### src/hdl/lsrs_pkg.sv
package lsrs_pkg;

   localparam int LINE_PIXELS = 88;
   localparam int SAMPLE_W    = 8;
   localparam int COUNT_W     = 8;
   localparam int INDEX_W     = 7;
   localparam int CSR_ADDR_W  = 8;
   localparam int CSR_DATA_W  = 8;

   localparam logic [CSR_ADDR_W-1:0] CSR_WINDOW_START = CSR_ADDR_W'(0);
   localparam logic [CSR_ADDR_W-1:0] CSR_FRAME_LAST   = CSR_ADDR_W'(1);

   localparam logic [COUNT_W-1:0] WINDOW_START_RESET = COUNT_W'(20);
   localparam logic [COUNT_W-1:0] FRAME_LAST_RESET   = COUNT_W'(135);
   localparam logic [COUNT_W-1:0] WINDOW_LEN         = COUNT_W'(LINE_PIXELS);

   localparam logic [SAMPLE_W-1:0] MAX_RESET = '0;
   localparam logic [SAMPLE_W-1:0] MIN_RESET = '1;

   typedef struct packed {
      logic [COUNT_W-1:0] window_start;
      logic [COUNT_W-1:0] frame_last;
   } cfg_type;

   typedef struct packed {
      logic                start_pulse;
      logic                clock_level;
      logic                frame_done;
      logic                pixel_write;
      logic [INDEX_W-1:0]  pixel_index;
      logic [SAMPLE_W-1:0] pixel_value;
      logic [SAMPLE_W-1:0] peak_max;
      logic [SAMPLE_W-1:0] peak_min;
   } rsp_type;

endpackage

### src/hdl/lsrs_if.sv
interface lsrs_req_if;
   logic                          valid;
   logic                          ready;
   logic [lsrs_pkg::SAMPLE_W-1:0] sample;

   modport source (output valid, output sample, input ready);
   modport sink   (input valid, input sample, output ready);
endinterface

interface lsrs_rsp_if;
   logic                          valid;
   logic                          ready;
   logic                          start_pulse;
   logic                          clock_level;
   logic                          frame_done;
   logic                          pixel_write;
   logic [lsrs_pkg::INDEX_W-1:0]  pixel_index;
   logic [lsrs_pkg::SAMPLE_W-1:0] pixel_value;
   logic [lsrs_pkg::SAMPLE_W-1:0] peak_max;
   logic [lsrs_pkg::SAMPLE_W-1:0] peak_min;

   modport source (output valid, output start_pulse, output clock_level, output frame_done,
                   output pixel_write, output pixel_index, output pixel_value,
                   output peak_max, output peak_min, input ready);
   modport sink   (input valid, input start_pulse, input clock_level, input frame_done,
                   input pixel_write, input pixel_index, input pixel_value,
                   input peak_max, input peak_min, output ready);
endinterface

interface lsrs_csr_if;
   logic                            valid;
   logic                            ready;
   logic [lsrs_pkg::CSR_ADDR_W-1:0] index;
   logic [lsrs_pkg::CSR_DATA_W-1:0] data;

   modport source (output valid, output index, output data, input ready);
   modport sink   (input valid, input index, input data, output ready);
endinterface

### src/hdl/lsrs_csr.sv
module lsrs_csr (
   input  logic              clock,
   input  logic              reset,
   lsrs_csr_if.sink          csr_ch,
   output lsrs_pkg::cfg_type cfg
);

   lsrs_pkg::cfg_type cfg_ff;
   lsrs_pkg::cfg_type cfg_in;

   assign csr_ch.ready = 1'b1;
   assign cfg          = cfg_ff;

   always_comb begin
      cfg_in = cfg_ff;
      if (csr_ch.valid) begin
         case (csr_ch.index)
            lsrs_pkg::CSR_WINDOW_START: cfg_in.window_start = csr_ch.data;
            lsrs_pkg::CSR_FRAME_LAST:   cfg_in.frame_last   = csr_ch.data;
            default:                    cfg_in = cfg_ff;
         endcase
      end
   end

   always_ff @(posedge clock) begin
      if (reset) begin
         cfg_ff.window_start <= lsrs_pkg::WINDOW_START_RESET;
         cfg_ff.frame_last   <= lsrs_pkg::FRAME_LAST_RESET;
      end else begin
         cfg_ff <= cfg_in;
      end
   end

endmodule

### src/hdl/lsrs_core.sv
module lsrs_core (
   input  logic              clock,
   input  logic              reset,
   input  lsrs_pkg::cfg_type cfg,
   lsrs_req_if.sink          req_ch,
   lsrs_rsp_if.source        rsp_ch
);

   logic                                s1_valid_ff, s1_valid_in;
   logic [lsrs_pkg::SAMPLE_W-1:0]       s1_sample_ff;
   logic                                out_valid_ff, out_valid_in;
   lsrs_pkg::rsp_type                   out_ff, out_in;

   logic [lsrs_pkg::COUNT_W-1:0]        count_ff, count_in;
   logic                                phase_ff, phase_in;
   logic                                start_ff, start_in;
   logic [lsrs_pkg::SAMPLE_W-1:0]       max_ff, max_in;
   logic [lsrs_pkg::SAMPLE_W-1:0]       min_ff, min_in;

   logic                                out_free;
   logic                                s1_adv;
   logic                                accept;
   logic                                done;
   logic                                in_window;
   logic [lsrs_pkg::COUNT_W-1:0]        offset;

   assign out_free     = !out_valid_ff || rsp_ch.ready;
   assign s1_adv       = s1_valid_ff && out_free;
   assign req_ch.ready = !s1_valid_ff || out_free;
   assign accept       = req_ch.valid && req_ch.ready;

   assign s1_valid_in  = accept ? 1'b1 : (s1_adv ? 1'b0 : s1_valid_ff);
   assign out_valid_in = s1_adv ? 1'b1 : (rsp_ch.ready ? 1'b0 : out_valid_ff);

   always_comb begin
      count_in = count_ff;
      phase_in = phase_ff;
      start_in = start_ff;
      max_in   = max_ff;
      min_in   = min_ff;
      done     = 1'b0;

      if (count_ff <= cfg.frame_last) begin
         if (phase_ff) begin
            if (count_ff <= lsrs_pkg::COUNT_W'(1)) begin
               start_in = 1'b0;
            end
            count_in = count_ff + lsrs_pkg::COUNT_W'(1);
         end
         phase_in = ~phase_ff;
      end else begin
         count_in = '0;
         phase_in = 1'b0;
         max_in   = lsrs_pkg::MAX_RESET;
         min_in   = lsrs_pkg::MIN_RESET;
         done     = 1'b1;
      end

      if (count_in == '0 && !phase_in) begin
         start_in = 1'b1;
      end

      offset    = count_in - cfg.window_start;
      in_window = (count_in >= cfg.window_start) && (offset < lsrs_pkg::WINDOW_LEN);

      if (in_window) begin
         if (s1_sample_ff > max_in) begin
            max_in = s1_sample_ff;
         end
         if (s1_sample_ff < min_in) begin
            min_in = s1_sample_ff;
         end
      end

      out_in.start_pulse = start_in;
      out_in.clock_level = phase_in;
      out_in.frame_done  = done;
      out_in.pixel_write = in_window;
      out_in.pixel_index = in_window ? offset[lsrs_pkg::INDEX_W-1:0] : '0;
      out_in.pixel_value = in_window ? s1_sample_ff : '0;
      out_in.peak_max    = max_in;
      out_in.peak_min    = min_in;
   end

   always_ff @(posedge clock) begin
      if (reset) begin
         s1_valid_ff  <= 1'b0;
         out_valid_ff <= 1'b0;
         count_ff     <= '0;
         phase_ff     <= 1'b0;
         start_ff     <= 1'b0;
         max_ff       <= lsrs_pkg::MAX_RESET;
         min_ff       <= lsrs_pkg::MIN_RESET;
      end else begin
         s1_valid_ff  <= s1_valid_in;
         out_valid_ff <= out_valid_in;
         if (s1_adv) begin
            count_ff <= count_in;
            phase_ff <= phase_in;
            start_ff <= start_in;
            max_ff   <= max_in;
            min_ff   <= min_in;
         end
      end
   end

   always_ff @(posedge clock) begin
      if (accept) begin
         s1_sample_ff <= req_ch.sample;
      end
      if (s1_adv) begin
         out_ff <= out_in;
      end
   end

   assign rsp_ch.valid       = out_valid_ff;
   assign rsp_ch.start_pulse = out_ff.start_pulse;
   assign rsp_ch.clock_level = out_ff.clock_level;
   assign rsp_ch.frame_done  = out_ff.frame_done;
   assign rsp_ch.pixel_write = out_ff.pixel_write;
   assign rsp_ch.pixel_index = out_ff.pixel_index;
   assign rsp_ch.pixel_value = out_ff.pixel_value;
   assign rsp_ch.peak_max    = out_ff.peak_max;
   assign rsp_ch.peak_min    = out_ff.peak_min;

endmodule

### src/hdl/line_sensor_readout_sequencer.sv
// Channel   Direction  Handshake      Payload
// req_ch    in         valid/ready    sample
// rsp_ch    out        valid/ready    start_pulse, clock_level, frame_done, pixel_write,
//                                     pixel_index, pixel_value, peak_max, peak_min
// csr_ch    in         valid/ready    index, data
//
// One item is accepted every cycle unless the input register is full and the result is stalled;
// each item passes the input register and then the result register around the update logic.
// Reset is synchronous and clears the sequencer state and both valid flags.
// A stalled result holds in the result register while one more item waits in the input
// register; the configuration port is always ready.
module line_sensor_readout_sequencer (
   input logic        clock,
   input logic        reset,
   lsrs_req_if.sink   req_ch,
   lsrs_rsp_if.source rsp_ch,
   lsrs_csr_if.sink   csr_ch
);

   lsrs_pkg::cfg_type cfg;

   lsrs_csr u_csr (
      .clock  (clock),
      .reset  (reset),
      .csr_ch (csr_ch),
      .cfg    (cfg)
   );

   lsrs_core u_core (
      .clock  (clock),
      .reset  (reset),
      .cfg    (cfg),
      .req_ch (req_ch),
      .rsp_ch (rsp_ch)
   );

endmodule

### src/flat_wrapper.sv
// flat-port wrapper written by rule: the top's interface ports become plain ports
module line_sensor_readout_sequencer_flat 
  (clock, reset, req_ch_valid, req_ch_sample, req_ch_ready, rsp_ch_valid, rsp_ch_start_pulse, rsp_ch_clock_level, rsp_ch_frame_done, rsp_ch_pixel_write, rsp_ch_pixel_index, rsp_ch_pixel_value, rsp_ch_peak_max, rsp_ch_peak_min, rsp_ch_ready, csr_ch_valid, csr_ch_index, csr_ch_data, csr_ch_ready);
  lsrs_req_if req_ch_i ();
  lsrs_rsp_if rsp_ch_i ();
  lsrs_csr_if csr_ch_i ();
  input logic clock;
  input logic reset;
  input wire logic [$bits(req_ch_i.valid)-1:0] req_ch_valid;
  input wire logic [$bits(req_ch_i.sample)-1:0] req_ch_sample;
  output wire logic [$bits(req_ch_i.ready)-1:0] req_ch_ready;
  output wire logic [$bits(rsp_ch_i.valid)-1:0] rsp_ch_valid;
  output wire logic [$bits(rsp_ch_i.start_pulse)-1:0] rsp_ch_start_pulse;
  output wire logic [$bits(rsp_ch_i.clock_level)-1:0] rsp_ch_clock_level;
  output wire logic [$bits(rsp_ch_i.frame_done)-1:0] rsp_ch_frame_done;
  output wire logic [$bits(rsp_ch_i.pixel_write)-1:0] rsp_ch_pixel_write;
  output wire logic [$bits(rsp_ch_i.pixel_index)-1:0] rsp_ch_pixel_index;
  output wire logic [$bits(rsp_ch_i.pixel_value)-1:0] rsp_ch_pixel_value;
  output wire logic [$bits(rsp_ch_i.peak_max)-1:0] rsp_ch_peak_max;
  output wire logic [$bits(rsp_ch_i.peak_min)-1:0] rsp_ch_peak_min;
  input wire logic [$bits(rsp_ch_i.ready)-1:0] rsp_ch_ready;
  input wire logic [$bits(csr_ch_i.valid)-1:0] csr_ch_valid;
  input wire logic [$bits(csr_ch_i.index)-1:0] csr_ch_index;
  input wire logic [$bits(csr_ch_i.data)-1:0] csr_ch_data;
  output wire logic [$bits(csr_ch_i.ready)-1:0] csr_ch_ready;
  assign req_ch_i.valid = req_ch_valid;
  assign req_ch_i.sample = req_ch_sample;
  assign req_ch_ready = req_ch_i.ready;
  assign rsp_ch_valid = rsp_ch_i.valid;
  assign rsp_ch_start_pulse = rsp_ch_i.start_pulse;
  assign rsp_ch_clock_level = rsp_ch_i.clock_level;
  assign rsp_ch_frame_done = rsp_ch_i.frame_done;
  assign rsp_ch_pixel_write = rsp_ch_i.pixel_write;
  assign rsp_ch_pixel_index = rsp_ch_i.pixel_index;
  assign rsp_ch_pixel_value = rsp_ch_i.pixel_value;
  assign rsp_ch_peak_max = rsp_ch_i.peak_max;
  assign rsp_ch_peak_min = rsp_ch_i.peak_min;
  assign rsp_ch_i.ready = rsp_ch_ready;
  assign csr_ch_i.valid = csr_ch_valid;
  assign csr_ch_i.index = csr_ch_index;
  assign csr_ch_i.data = csr_ch_data;
  assign csr_ch_ready = csr_ch_i.ready;
  line_sensor_readout_sequencer u_core (.clock(clock), .reset(reset), .req_ch(req_ch_i), .rsp_ch(rsp_ch_i), .csr_ch(csr_ch_i));
endmodule
### config.mk
export PLATFORM = sky130hd
export DESIGN_NAME = line_sensor_readout_sequencer_flat
export DESIGN_NICKNAME = d
export VERILOG_FILES = /design/src/hdl/lsrs_pkg.sv /design/src/hdl/lsrs_if.sv /design/src/hdl/lsrs_csr.sv /design/src/hdl/lsrs_core.sv /design/src/hdl/line_sensor_readout_sequencer.sv /design/src/flat_wrapper.sv
export SDC_FILE = /design/constraint.sdc
export NUM_CORES = 1
export LEC_CHECK = 0
export ABC_AREA = 1
export BUFFER_PORTS_ARGS = -buffer_cell sky130_fd_sc_hd__buf_2
export CORE_ASPECT_RATIO = 0.6
export CORE_UTILIZATION = 52
export DETAILED_ROUTE_END_ITERATION = 16
export MAX_ROUTING_LAYER = met4
export PLACE_DENSITY = 0.87
export SLEW_MARGIN = 30
export SYNTH_ARGS = -nofsm -noshare
export SYNTH_HDL_FRONTEND = slang
export SYNTH_SLANG_ARGS = --single-unit
### constraint.sdc
create_clock -name clock -period 3.67 [get_ports clock]
set_clock_uncertainty 0.1 [all_clocks]
set_input_delay 0.734 -clock clock [delete_from_list [all_inputs] [get_ports clock]]
set_output_delay 0.734 -clock clock [all_outputs]
set_load 0.02 [all_outputs]
# Word-level counts from Yosys, hierarchy flattened
# Cells that the tools add are included.
# totals
regBits,87
input_bits,29
out_inout_bits,38
# op_classes
n_addsub,2
n_lt_le_gt_ge,6
eq_ne,1
mux,18
bitwise_logic,1
reduce_logical,15
# ops
op,n
8-bit 2-to-1 mux,8
8-bit logical NOT,2
1-bit 2-to-1 mux,10
"8-bit by 1-bit adder with 8-bit output, second input constant",1
"8-bit by 1-bit equality test with 1-bit output, second input constant",1
8-bit >= comparator,1
8-bit > comparator,1
"8-bit by 1-bit less-or-equal comparator with 1-bit output, second input constant",1
8-bit less-or-equal comparator,1
"8-bit by 7-bit less-than comparator with 1-bit output, second input constant",1
8-bit less-than comparator,1
8-bit subtractor,1
1-bit logical AND,4
2-bit AND reduction,2
2-bit nonzero test,2
1-bit logical NOT,3
1-bit logical OR,2
1-bit NOT,1

# Logic depth before layout (Yosys ltp)
# Gate-level depths: netlist of the first run.
# logic_depth
ltp_word,7
ltp_mapped,30
depth_no_buf,27

# Cells and area by module
# A second synthesis of the first run with hierarchy kept.
# hier_totals
hier_cells,585
area_unflattened_um2,4868.4
# modules_own_cells
mod,n_inst,cells_per_inst,area_per_inst_um2,seq_area_each_um2
lsrs_core,1,481,4134.0,1851.8
lsrs_csr,1,104,734.5,320.3

# Worst setup path after synthesis of the first run
# OpenSTA, ideal clock, no wires.
# synth_path
path_type,register to register
from,register u_core.u_core.count_ff[0] (netlist bit)
to,register u_core.u_core.out_ff (netlist bit u_core.u_core.rsp_ch.peak_min[1]) (data pin)
setup_ns,0.255
t_arrival_ns,3.116
t_required_ns,3.315
slack_ns,0.200
stages_incl_launch_ff,26
n_path_buf,2
period_less_slack_ns,3.470
path_cell_list,dfxtp_1 -> inv_1 -> ha_1 -> inv_1 -> nand2_1 -> nand2_1 -> nand2_1 -> nand2_1 -> nand2_1 -> nand2_1 -> nand2_1 -> inv_1 -> buf_2 -> buf_2 -> nor2_1 -> ha_1 -> a21oi_1 -> nand2_2 -> a21oi_2 -> xor2_1 -> nand2_2 -> nand3_4 -> nor2_8 -> nand2_2 -> nand2_1 -> and2_1
# synth_via
elab_chain_len,7
# synth_rtl
element,line,rtl
from (decl),lsrs_core.sv:14,"logic [lsrs_pkg::COUNT_W-1:0] count_ff, count_in;"
from (signal assigned),lsrs_core.sv:98,count_ff <= count_in;
8-bit by 1-bit adder with 8-bit output,lsrs_core.sv:48,count_in = count_ff + lsrs_pkg::COUNT_W'(1);
8-bit 2-to-1 mux,lsrs_core.sv:44,if (phase_ff) begin
8-bit 2-to-1 mux (*),lsrs_core.sv:43,if (count_ff <= cfg.frame_last) begin
"via u_core.u_core.count_in, one bit",lsrs_core.sv:14,
8-bit subtractor,lsrs_core.sv:63,offset = count_in - cfg.window_start;
8-bit by 7-bit less-than comparator with 1-bit output,lsrs_core.sv:64,in_window = (count_in >= cfg.window_start) && (offset < lsrs_pkg::WINDOW_LEN);
1-bit logical AND (*),lsrs_core.sv:64,
8-bit 2-to-1 mux (*),lsrs_core.sv:66,if (in_window) begin
"via u_core.u_core.min_in, one bit",lsrs_core.sv:18,"logic [lsrs_pkg::SAMPLE_W-1:0] min_ff, min_in;"
to (signal assigned),lsrs_core.sv:112,out_ff <= out_in;
to (decl),lsrs_core.sv:12,"lsrs_pkg::rsp_type out_ff, out_in;"
# Mark *: on every way through the listed nets, which the timed path passes. The rest lies on a longest branch.
# A chain may end at the register's enable or synchronous reset.

# Final worst setup path of the first run
# layout_path
from,register u_core.u_csr.cfg_ff (netlist bit u_core.u_csr.cfg[1])
to,register u_core.u_core.out_ff (netlist bit u_core.u_core.rsp_ch.peak_min[3]) (data pin)
# layout_via
elab_chain_len,6
# layout_rtl
element,line,rtl
from (decl),lsrs_csr.sv:8,lsrs_pkg::cfg_type cfg_ff;
from (signal assigned),lsrs_csr.sv:30,cfg_ff <= cfg_in;
8-bit less-or-equal comparator (*),lsrs_core.sv:43,
8-bit 2-to-1 mux (*),lsrs_core.sv:43,
"via u_core.u_core.count_in, one bit",lsrs_core.sv:14,
8-bit subtractor,lsrs_core.sv:63,
8-bit by 7-bit less-than comparator with 1-bit output,lsrs_core.sv:64,
1-bit logical AND (*),lsrs_core.sv:64,
8-bit 2-to-1 mux (*),lsrs_core.sv:66,
"via u_core.u_core.min_in, one bit",lsrs_core.sv:18,
# Marks and branches as above.

==> results of run 1 <==
-- worst max-delay path by stage --
| stage | endpoint | slack [ps] | from |
|---|---|---|---|
| 2_1_floorplan | u_core.u_core.rsp_ch.peak_min[1]$_DFFE_PP_ | 200 | u_core.u_core.count_ff[0]$_SDFFE_PP0P_ |
| 3_3_place_gp | u_core.u_core.max_ff[6]$_SDFFE_PP0P_ | 70 | u_core.u_core.count_ff[5]$_SDFFE_PP0P_ |
| 3_5_place_dp | u_core.u_core.max_ff[6]$_SDFFE_PP0P_ | -50 | u_core.u_core.count_ff[5]$_SDFFE_PP0P_ |
| 4_1_cts | u_core.u_core.rsp_ch.peak_min[2]$_DFFE_PP_ | 4 | u_core.u_core.count_ff[0]$_SDFFE_PP0P_ |
| 5_1_grt | u_core.u_core.rsp_ch.peak_min[3]$_DFFE_PP_ | -130 | u_core.u_csr.cfg[2]$_SDFFE_PP1P_ |
| 6_report | u_core.u_core.rsp_ch.peak_min[3]$_DFFE_PP_ | 30 | u_core.u_csr.cfg[1]$_SDFFE_PP1P_ |
-- layer usage --
layer / wire, µm / share of wire / global-route usage
met5: 0 / 0 / -
met4: 258 / 0.020 / 0.0522
met1: 5440 / 0.43 / 0.341
met2: 5630 / 0.44 / 0.379
met3: 1370 / 0.11 / 0.0920
-- cells in the mapped netlist, types with 2 or more instances --
cell | n | area [µm²]
ha_1 | 34 | 425
o21ai_1 | 12 | 60.1
nand2_2 | 13 | 81.3
nor3_1 | 3 | 15.0
and2_1 | 8 | 50.1
nand2_1 | 81 | 304
dfxtp_1 | 44 | 881
o211ai_1 | 4 | 30.0
buf_2 | 6 | 30.0
inv_1 | 91 | 342
nand4_1 | 7 | 43.8
o21ai_2 | 7 | 61.3
a211oi_1 | 2 | 15.0
nor2_1 | 49 | 184
edfxtp_1 | 43 | 1290
xor2_1 | 9 | 78.8
a21oi_1 | 45 | 225
nand3_1 | 32 | 160
clkbuf_1 | 10 | 37.5
o21ai_0 | 29 | 145
-- repair_timing --
item / 4_1_cts / 5_1_grt
cloned: 0 / 3
buffers inserted: 1 / 6
setup endpoints to repair: 18 / 48
gates resized for setup: 6 / 91
pin swaps: 0 / 18
-- power breakdown --
group / internal (W) / switching, W
clock: 0.000528 / 0.000388
combinational: 0.000175 / 0.000313
sequential: 0.00108 / 0.0000324
total: 0.00178 / 0.000733
-- cell families (layout without fill, tap and decap cells) --
group	after synthesis	count (layout)
simple gates	201	202
fa+ha+maj	35	35
flops	87	87
compound gates	105	106
other cells	1	1
xor+xnor	11	11
buf+inv	110	186
-- sequential cells by signal (all words and copies together), names as in the netlist --
| signal | cells |
|---|---|
| u_core.u_core.count_ff | 8 |
| u_core.u_core.rsp_ch.pixel_write | 1 |
| u_core.u_core.rsp_ch.peak_max | 8 |
| u_core.u_core.s1_sample_ff | 8 |
| u_core.u_core.min_ff | 8 |
| u_core.u_core.max_ff | 8 |
| u_core.u_core.rsp_ch.pixel_value | 8 |
| u_core.u_core.start_ff | 1 |
| u_core.u_core.phase_ff | 1 |
| u_core.u_core.rsp_ch.peak_min | 8 |
| u_core.u_core.rsp_ch.pixel_index | 7 |
| u_core.u_csr.cfg | 16 |
| u_core.u_core.s1_valid_ff | 1 |
| u_core.u_core.rsp_ch.clock_level | 1 |
| u_core.u_core.rsp_ch.start_pulse | 1 |
| u_core.u_core.rsp_ch.valid | 1 |
| u_core.u_core.rsp_ch.frame_done | 1 |
-- cell usage in the layout (no fill, tap or decap), types with 4 or more instances in the layout --
cell type	count
dfxtp_1	37
inv_2	9
nand2_1	77
nor2_2	5
ha_1	23
nor2_1	36
inv_1	80
nor2_4	9
nand3_1	25
a21oi_1	43
nand4_1	7
dfxtp_2	6
and2_1	5
o21ai_0	20
o21ai_2	10
ha_4	10
o21ai_1	18
buf_4	9
nand3_2	5
xor2_1	7
clkbuf_16	10
edfxtp_1	43
nand2_2	15
o211ai_1	4
buf_2	65
-- cell type report --
cell class | instances | share of cell area
well taps | 112 | 0.0239
clock buffers | 11 | 0.0397
multi-input cells | 355 | 0.413
inverters | 92 | 0.0621
flip-flops and latches | 87 | 0.372
repair buffers | 78 | 0.0792
clock inverters | 5 | 0.0100
-- worst max-delay path, cell delays in order, from the launching register on --
cell and delay, ps:
dfxtp_1 340, inv_1 50, ha_1 310, nand2_1 80, nand2_1 50, nand2_1 50
nand2_1 40, nand2_1 50, nand2_1 60, nand2_2 130, clkinvlp_4 220, or2_1 360
inv_1 100, ha_1 160, inv_1 90, nor3_2 210, nand4_1 130, nand4_1 170
nand3_4 190, nor2_8 230, nand3_2 120, and2_4 160
-- metrics by stage --
stage | area (µm²) | std cells | TNS, ps | hold WS (ps)
after floorplan | 4680 | 550 | 0 | 329
after global placement | 5090 | 714 | 0 | 345
after detailed placement | 5090 | 714 | -169 | 349
after CTS | 5410 | 731 | 0 | 363
after global routing | 5860 | 740 | -2120 | 388
final | 5860 | 740 | 0 | 362
==> impl_metrics.yaml, run 1 <==
logic_synthesis:
  synthMuxAreaShare: 0
  synth_nets: 614
  synth_xor_area_frac: 0.0222
  synth-edff-count: 43
  syn_avg_cell_area_um2: 8.52
  ys_types: 41
  synth_fa_ha_area_frac: 0.0951
  ys_ff_latch: 87
  synthArstFlopShare: 0
  synth_top_family_by_area: "simple AND/OR/NAND/NOR gates"
  yosys.area_share.simple: 0.199
  syn_area_mm2: 0.00468
  netlist_instances: 550
  synth_ff_type: "dfxtp_1"
  synth_seq_area_share: 0.464
  synth_compound_area_frac: 0.124
  yosysWarnings: 0
global_routing:
  antenna_found_initial: 0
  grt_pass1_wl_um: 17900
  grt-ovfl-total: 0
  groute.usage.overall: 0.257
  grt_max_degree: 58
  grt_pass1_vias: 3603
critical_path:
  r2r_end: "u_core.u_core.rsp_ch.peak_min[3]$_DFFE_PP_"
  critPathArrivalTime_ps: 3650
  critPathLaunchType: "flip-flop"
  cp_max_fo: 5
  worstPathRequired_ps: 3680
  end_kind: "flip-flop"
  path_class: "flip-flop to flip-flop"
  worst_r2r_path_depth: 21
  timing.rr.start: "u_core.u_csr.cfg[1]$_SDFFE_PP1P_"
  worst-r2r-setup-slack_ps: 30
timing:
  period_needed_ps: 3640
  max_freq_ghz: 0.274
  slew_viol_final: 0
  setup_viol: 0
  maxSlewHeadroom: 0.561
  fin_ws_ps: 25.1
  period_share: 0.993
  hold_viol: 0
  tightest_slew_ps: 659
clocking:
  clockBufferDepth: 2
  cts_max_level: 3
  cts_hold_buf: 0
  clk_pin_slew_ps: 60
  clockRootBuffer: "clkbuf_16"
  insertion_delay_ps: 350
  tritoncts: "done"
  cts_sinks: 87
  cts_buffers: 9
cells_and_area:
  drive_above_1_share: 0.296
  fill_cells: 639
  final_nets: 687
  multi_input_area_mm2: 0.00242
  num_antenna_cells: 0
  syn2layout_area_growth_pct: 25.2
  utilization: 0.680
  seq_area_mm2: 0.00218
pwr:
  p_leak_nw: 2.64
  powerDensity_mw_per_mm2: 428
  vdd_drop_max_mv: 0.237
  p_total_w: 0.00251
drt:
  wl_per_cell_um: 17.1
  vias_per_cell: 5.62
  drt_iter0_drc: 486
  drt-pass1-iter-count: 5
  ant_nets: 0
  wl_um: 12700
  drc: 0
  vias: 4162
run_status:
  outcome: "complete, no violations"
floorplanning:
  die_w_um: 125
  design.core.area_mm2: 0.00862
  placementRows: 26
  dieArea_mm2: 0.00940
  ios: 67
  start_util: 0.543
  die_h_um: 75.5
worst_hold_path:
  hold_depth: 2
  hold_start: "u_core.u_csr.cfg[7]$_SDFFE_PP1P_"
  holdPathEnd: "u_core.u_csr.cfg[7]$_SDFFE_PP1P_"
  hold_class: "flip-flop to flip-flop"
placed_design:
  port_buffers: 65
  gp_congestion: 1.01
  place_ws_ps: -54.9
  dp_hpwl_um: 8080
flow_run:
  maxCapViolCount: 0
(Power assumes the default switching activity.)
==> run 2, diff against run 1 <==
Settings changed: CAP_MARGIN set to 20, CORE_UTILIZATION 52 to 55, PLACE_DENSITY 0.87 to 0.88.
Clock period 3.67 ns to 3.9 ns, I/O delays scaled along.
==> run 2 against run 1 <==
Against the previous run:
- cell count shrank 1.2%
- combinational power is 23% lower
- hold slack better by 4.5 ps
- highest routed layer unchanged
- critical path depth up 2
- largest power group unchanged
- total power is 9.3% lower
- sequential cell count is the same
- setup slack improved by 220 ps
- via count decreased by 3.1%
- register-to-register slack better by 220 ps
==> impl_metrics.yaml, run 2 (synthesis gave the netlist of run 1 again) <==
critical_path:
  cp_max_fo: 17
  worstPathRequired_ps: 4040
  critPathArrivalTime_ps: 3800
  end_kind: "flip-flop"
  path_class: "flip-flop to flip-flop"
  critPathLaunchType: "flip-flop"
  worst_r2r_path_depth: 23
floorplanning:
  die_w_um: 121
  start_util: 0.580
  dieArea_mm2: 0.00890
  design.core.area_mm2: 0.00807
  die_h_um: 73.5
  ios: 67
  placementRows: 25
pwr:
  switchingPower_w: 0.000643
  p_sw_frac: 0.282
  power_frac_seq: 0.457
  p_comb_frac: 0.165
  vdd_drop_max_mv: 0.288
  p_leak_nw: 2.58
  internal_power_w: 0.00164
  clkPwrFrac: 0.378
  powerDensity_mw_per_mm2: 418
cells_and_area:
  seq_area_mm2: 0.00217
  final-instance-count-excl-fill: 731
  multi_input_area_mm2: 0.00209
  layout_commonest_cell: "inv_1"
  final_cell_mix: "89 x inv_1, 80 x nand2_1, 65 x buf_2, 48 x nor2_1, 45 x a21oi_1"
  final_nets: 682
  drive_above_1_share: 0.199
  num_antenna_cells: 0
  syn2layout_area_growth_pct: 16.2
  fill_cells: 617
  largest_reg_flops: 16
worst_hold_path:
  hold_class: "flip-flop to flip-flop"
  hold_depth: 2
placed_design:
  gp_congestion: 0.954
  place_ws_ps: 127
  dp.cells: 711
  dp_hpwl_um: 8250
  port_buffers: 65
clocking:
  cts_sinks: 87
  insertion_delay_ps: 350
  clockBufferDepth: 2
  clockRootBuffer: "clkbuf_16"
  cts_max_level: 3
  tritoncts: "done"
  clk_pin_slew_ps: 60
  cts_buffers: 9
drt:
  wl_um: 11400
  ant_nets: 0
  drt_iter0_drc: 577
  vias_per_cell: 5.52
  vias: 4033
  drt-pass1-iter-count: 7
  wl_per_cell_um: 15.6
  drc: 0
global_routing:
  grt_pass1_wl_um: 18100
  antenna_found_initial: 0
  grt-ovfl-total: 0
  grt_pass1_vias: 3627
  grt_max_degree: 32
  groute.usage.overall: 0.281
timing:
  period_needed_ps: 3650
  hold_viol: 0
  tightest_slew_ps: 600
  fin_ws_ps: 245
  slew_viol_final: 0
  max_freq_ghz: 0.274
  period_share: 0.937
  tns_ps: 0
  setup_viol: 0
  maxSlewHeadroom: 0.599
flow_run:
  maxCapViolCount: 0
run_status:
  outcome: "complete, no violations"
-- run 2: changes by cell type in the layout (fill, tap and decap cells not counted), sizes merged --
cell	delta
buf	-2
clkbuf	-3
clkinv	+1
inv	+1
nor2	-1
o21ai	-1
-- run 2: final timing paths --
kind	startpoint	end	slack (ps)
max	u_core.u_core.count_ff[3]$_SDFFE_PP0P_	u_core.u_core.max_ff[7]$_SDFFE_PP0P_	250
min	u_core.u_csr.cfg[5]$_SDFFE_PP0P_	u_core.u_csr.cfg[5]$_SDFFE_PP0P_	370
max reg2reg	u_core.u_core.count_ff[3]$_SDFFE_PP0P_	u_core.u_core.max_ff[7]$_SDFFE_PP0P_	250
min reg2reg	u_core.u_csr.cfg[5]$_SDFFE_PP0P_	u_core.u_csr.cfg[5]$_SDFFE_PP0P_	370
-- run 2: critical path, stage by stage (launching register included) --
cell and delay [ps]:
dfxtp_1 440, ha_1 290, a21oi_1 170, nand2_1 70, nand2_1 60, nand2_1 60
nand2_2 170, inv_2 100, buf_4 210, nor2_1 190, inv_1 100, ha_1 300
nand2_1 80, o21ai_0 200, nand2_1 70, o211ai_1 100, o21ai_2 130, buf_4 190
nand2_1 70, o21ai_0 110, nand2_2 100, o21ai_2 60, o21ai_1 110, inv_1 40
-- run 2: what timing repair did --
action                                  CTS  global route
gates resized for setup                   0             6
hold buffers                              0             0
setup buffers                             0             4
endpoints found under the setup margin    0            33
-- run 2: power groups by stage --
stage | clock, W | sequential (W) | combinational, W
detailed placement | 0 | 0.00106 | 0.000358
CTS | 0.000872 | 0.00104 | 0.000362
global placement | 0 | 0.00106 | 0.000342
finish | 0.000860 | 0.00104 | 0.000377
global route | 0.000905 | 0.00104 | 0.000416
floorplan | 0 | 0.00107 | 0.000236
-- run 2: area by class of cell --
type                       instances  area share
sequential                        87       0.399
clock inverter                     7      0.0136
inverter                          92      0.0643
multi-input combinational        353       0.384
tap                              108      0.0248
clock buffer                       9      0.0414
timing repair buffer              75      0.0735
-- run 2: stage by stage --
stage | power, W | util | hold slack (ps) | instance area (µm²)
finish | 0.00228 | 0.675 | 367 | 5450
global route | 0.00237 | 0.675 | 390 | 5450
CTS | 0.00227 | 0.668 | 370 | 5390
detailed placement | 0.00142 | 0.631 | 355 | 5090
global placement | 0.00140 | 0.631 | 342 | 5090
floorplan | 0.00131 | - | 329 | 4680
-- run 2: per-layer routing --
| metal | up-vias | global-route usage | wire length [µm] |
|---|---|---|---|
| met5 | - | - | 0 |
| met4 | 0 | 0.107 | 178 |
| met3 | 19 | 0.0637 | 1170 |
| met2 | 215 | 0.390 | 4780 |
| met1 | 1852 | 0.398 | 5260 |
| li1 | 1947 | - | - |
==> run 3, diff against run 2 <==
Settings changed: CORE_UTILIZATION 55 to 52, PLACE_DENSITY 0.88 to 0.87.
Clock period 3.9 ns to 3.2 ns, I/O delays scaled along.
==> run 3 against run 2 <==
Against the previous run:
- the flow now finishes with violations (negative setup slack)
- die area rose by 5.6%
- setup slack got worse by 690 ps
- combinational power rose by 88%
- clock power rose by 41%
- global-route usage rose by 1.4 points
- sequential share of layout area fell by 6.5 points
- cell count rose by 7.7%
- first-iteration DRC count rose by 9.7%
- critical path depth rose by 2
- utilization rose by 8.5 points
- routed wire length rose by 35%
- non-clock buffer count rose by 51
==> impl_metrics.yaml, run 3 (synthesis gave the netlist of run 1 again) <==
placed_design:
  dp.cells: 747
  gp_congestion: 0.944
  dp_hpwl_um: 8630
  port_buffers: 65
drt:
  drc: 0
  drt-pass1-iter-count: 5
  wl_um: 15400
  drt_iter0_drc: 633
  vias_per_cell: 5.86
  vias: 4608
  ant_nets: 0
  wl_per_cell_um: 19.6
timing:
  fin_ws_ps: -446
  tightest_slew_ps: 604
  period_needed_ps: 3650
  maxSlewHeadroom: 0.597
  whs_ps: 359
  period_share: 1.14
  setup_viol: 48
  slew_viol_final: 0
  rsz0062_at_grt: "true"
  max_freq_ghz: 0.274
  hold_viol: 0
clocking:
  cts_max_level: 3
  cts_buffers: 9
  cts_hold_buf: 0
  cts_sinks: 87
  clockRootBuffer: "clkbuf_16"
  clk_pin_slew_ps: 60
  clockBufferDepth: 2
  insertion_delay_ps: 350
  tritoncts: "done"
pwr:
  vdd_drop_max_mv: 0.274
  p_leak_nw: 2.91
  switchingPower_w: 0.000910
  clkPwrFrac: 0.380
  powerDensity_mw_per_mm2: 486
  internal_power_w: 0.00228
  p_comb_frac: 0.222
  power_frac_seq: 0.398
  p_sw_frac: 0.286
global_routing:
  grt_pass1_vias: 4144
  groute.usage.overall: 0.295
  grt_pass1_wl_um: 20400
  antenna_found_initial: 0
  grt-ovfl-total: 0
  grt_max_degree: 35
cells_and_area:
  syn2layout_area_growth_pct: 39.9
  fill_cells: 498
  multi_input_area_mm2: 0.00268
  drive_above_1_share: 0.440
  largest_reg_flops: 16
  final_cell_mix: "66 x inv_1, 66 x buf_2, 62 x nand2_1, 51 x buf_4, 43 x edfxtp_1"
  utilization: 0.760
  num_antenna_cells: 0
  final-instance-count-excl-fill: 787
  seq_area_mm2: 0.00219
  final_nets: 734
critical_path:
  critPathLaunchType: "flip-flop"
  critPathArrivalTime_ps: 3790
  end_kind: "flip-flop"
  worstPathRequired_ps: 3350
  cp_max_fo: 6
  path_class: "flip-flop to flip-flop"
floorplanning:
  design.core.area_mm2: 0.00862
  die_w_um: 125
  ios: 67
  placementRows: 26
  die_h_um: 75.5
  start_util: 0.543
  dieArea_mm2: 0.00940
worst_hold_path:
  hold_class: "primary input to flip-flop"
flow_run:
  maxCapViolCount: 0
run_status:
  violations: "negative setup slack"
  outcome: "finished with violations"
run 3: changes by cell type in the layout (fill, tap and decap cells not counted), moves of 11 or more:
cell / change
buf_4: +41
inv_1: -23
inv_2: +21
nor2_1: -19
ha_1: -18
ha_4: +18
nand2_1: -18
nand3_1: -13
dfxtp_1: -11
nand3_2: +11
nor2_2: +11
run 3: per-stage QoR:
step | instance area, µm² | TNS, ps | setup WS [ps] | total power (W)
floorplan | 4870 | -484 | -63.9 | 0.00162
global placement | 5520 | -784 | -79.7 | 0.00176
detailed placement | 5520 | -5190 | -241 | 0.00179
CTS | 6150 | -822 | -68.3 | 0.00303
global route | 6550 | -17040 | -521 | 0.00327
finish | 6550 | -13500 | -446 | 0.00319
run 3: cell type report:
cell class	instances	area share
multi-input cells	354	0.409
flip-flops and latches	87	0.334
repair buffers	126	0.129
inverters	92	0.0550
clock buffers	9	0.0344
well taps	112	0.0214
clock inverters	7	0.0170
run 3: worst paths after layout:
| check | startpoint | to | cells after the start | slack [ps] |
|---|---|---|---|---|
| max | u_core.u_core.count_ff[0]$_SDFFE_PP0P_ | u_core.u_core.min_ff[2]$_SDFFE_PP1P_ | 25 | -450 |
| max reg2reg | u_core.u_core.count_ff[0]$_SDFFE_PP0P_ | u_core.u_core.min_ff[2]$_SDFFE_PP1P_ | 25 | -450 |
| min | req_ch_sample[5] | u_core.u_core.s1_sample_ff[5]$_DFFE_PP_ | 1 | 360 |
| min reg2reg | u_core.u_csr.cfg[7]$_SDFFE_PP1P_ | u_core.u_csr.cfg[7]$_SDFFE_PP1P_ | 2 | 370 |
run 3: timing repair:
action / in CTS / in global routing
gates cloned: 1 / 1
pin swaps: 33 / 43
resized for setup: 57 / 74
setup buffers: 9 / 13
setup endpoints to repair: 48 / 48
run 3: routing by layer:
layer,vias to the layer above,global-route usage,routed length [µm]
li1,2046,-,-
met1,2137,0.375,6020
met2,334,0.456,6970
met3,91,0.0737,1670
met4,0,0.130,730
met5,-,-,0
run 3: critical path: stages (launching register included):
cell and delay (ps):
dfxtp_2 340, inv_1 70, ha_1 200, inv_1 60, nand2_1 50, nand2_1 70
nand2_1 60, nand2_1 70, nand2_2 60, nand2_2 80, nand2_4 110, nand2_1 130
inv_1 100, ha_1 350, inv_1 130, o21ai_2 300, a21oi_4 80, xor2_2 190
nand2_2 100, nand3_4 130, buf_12 170, nor2_8 160, nand3_2 110, buf_4 150
nand3_1 90, nand2_1 60
run 3: power by group through the flow:
stage                     clock network, W  logic (W)  registers [W]
after floorplan                          0   0.000309        0.00131
after global routing               0.00125   0.000747        0.00127
after detailed placement                 0   0.000502        0.00128
final                              0.00121   0.000708        0.00127
after CTS                          0.00120   0.000572        0.00126
after global placement                   0   0.000481        0.00128
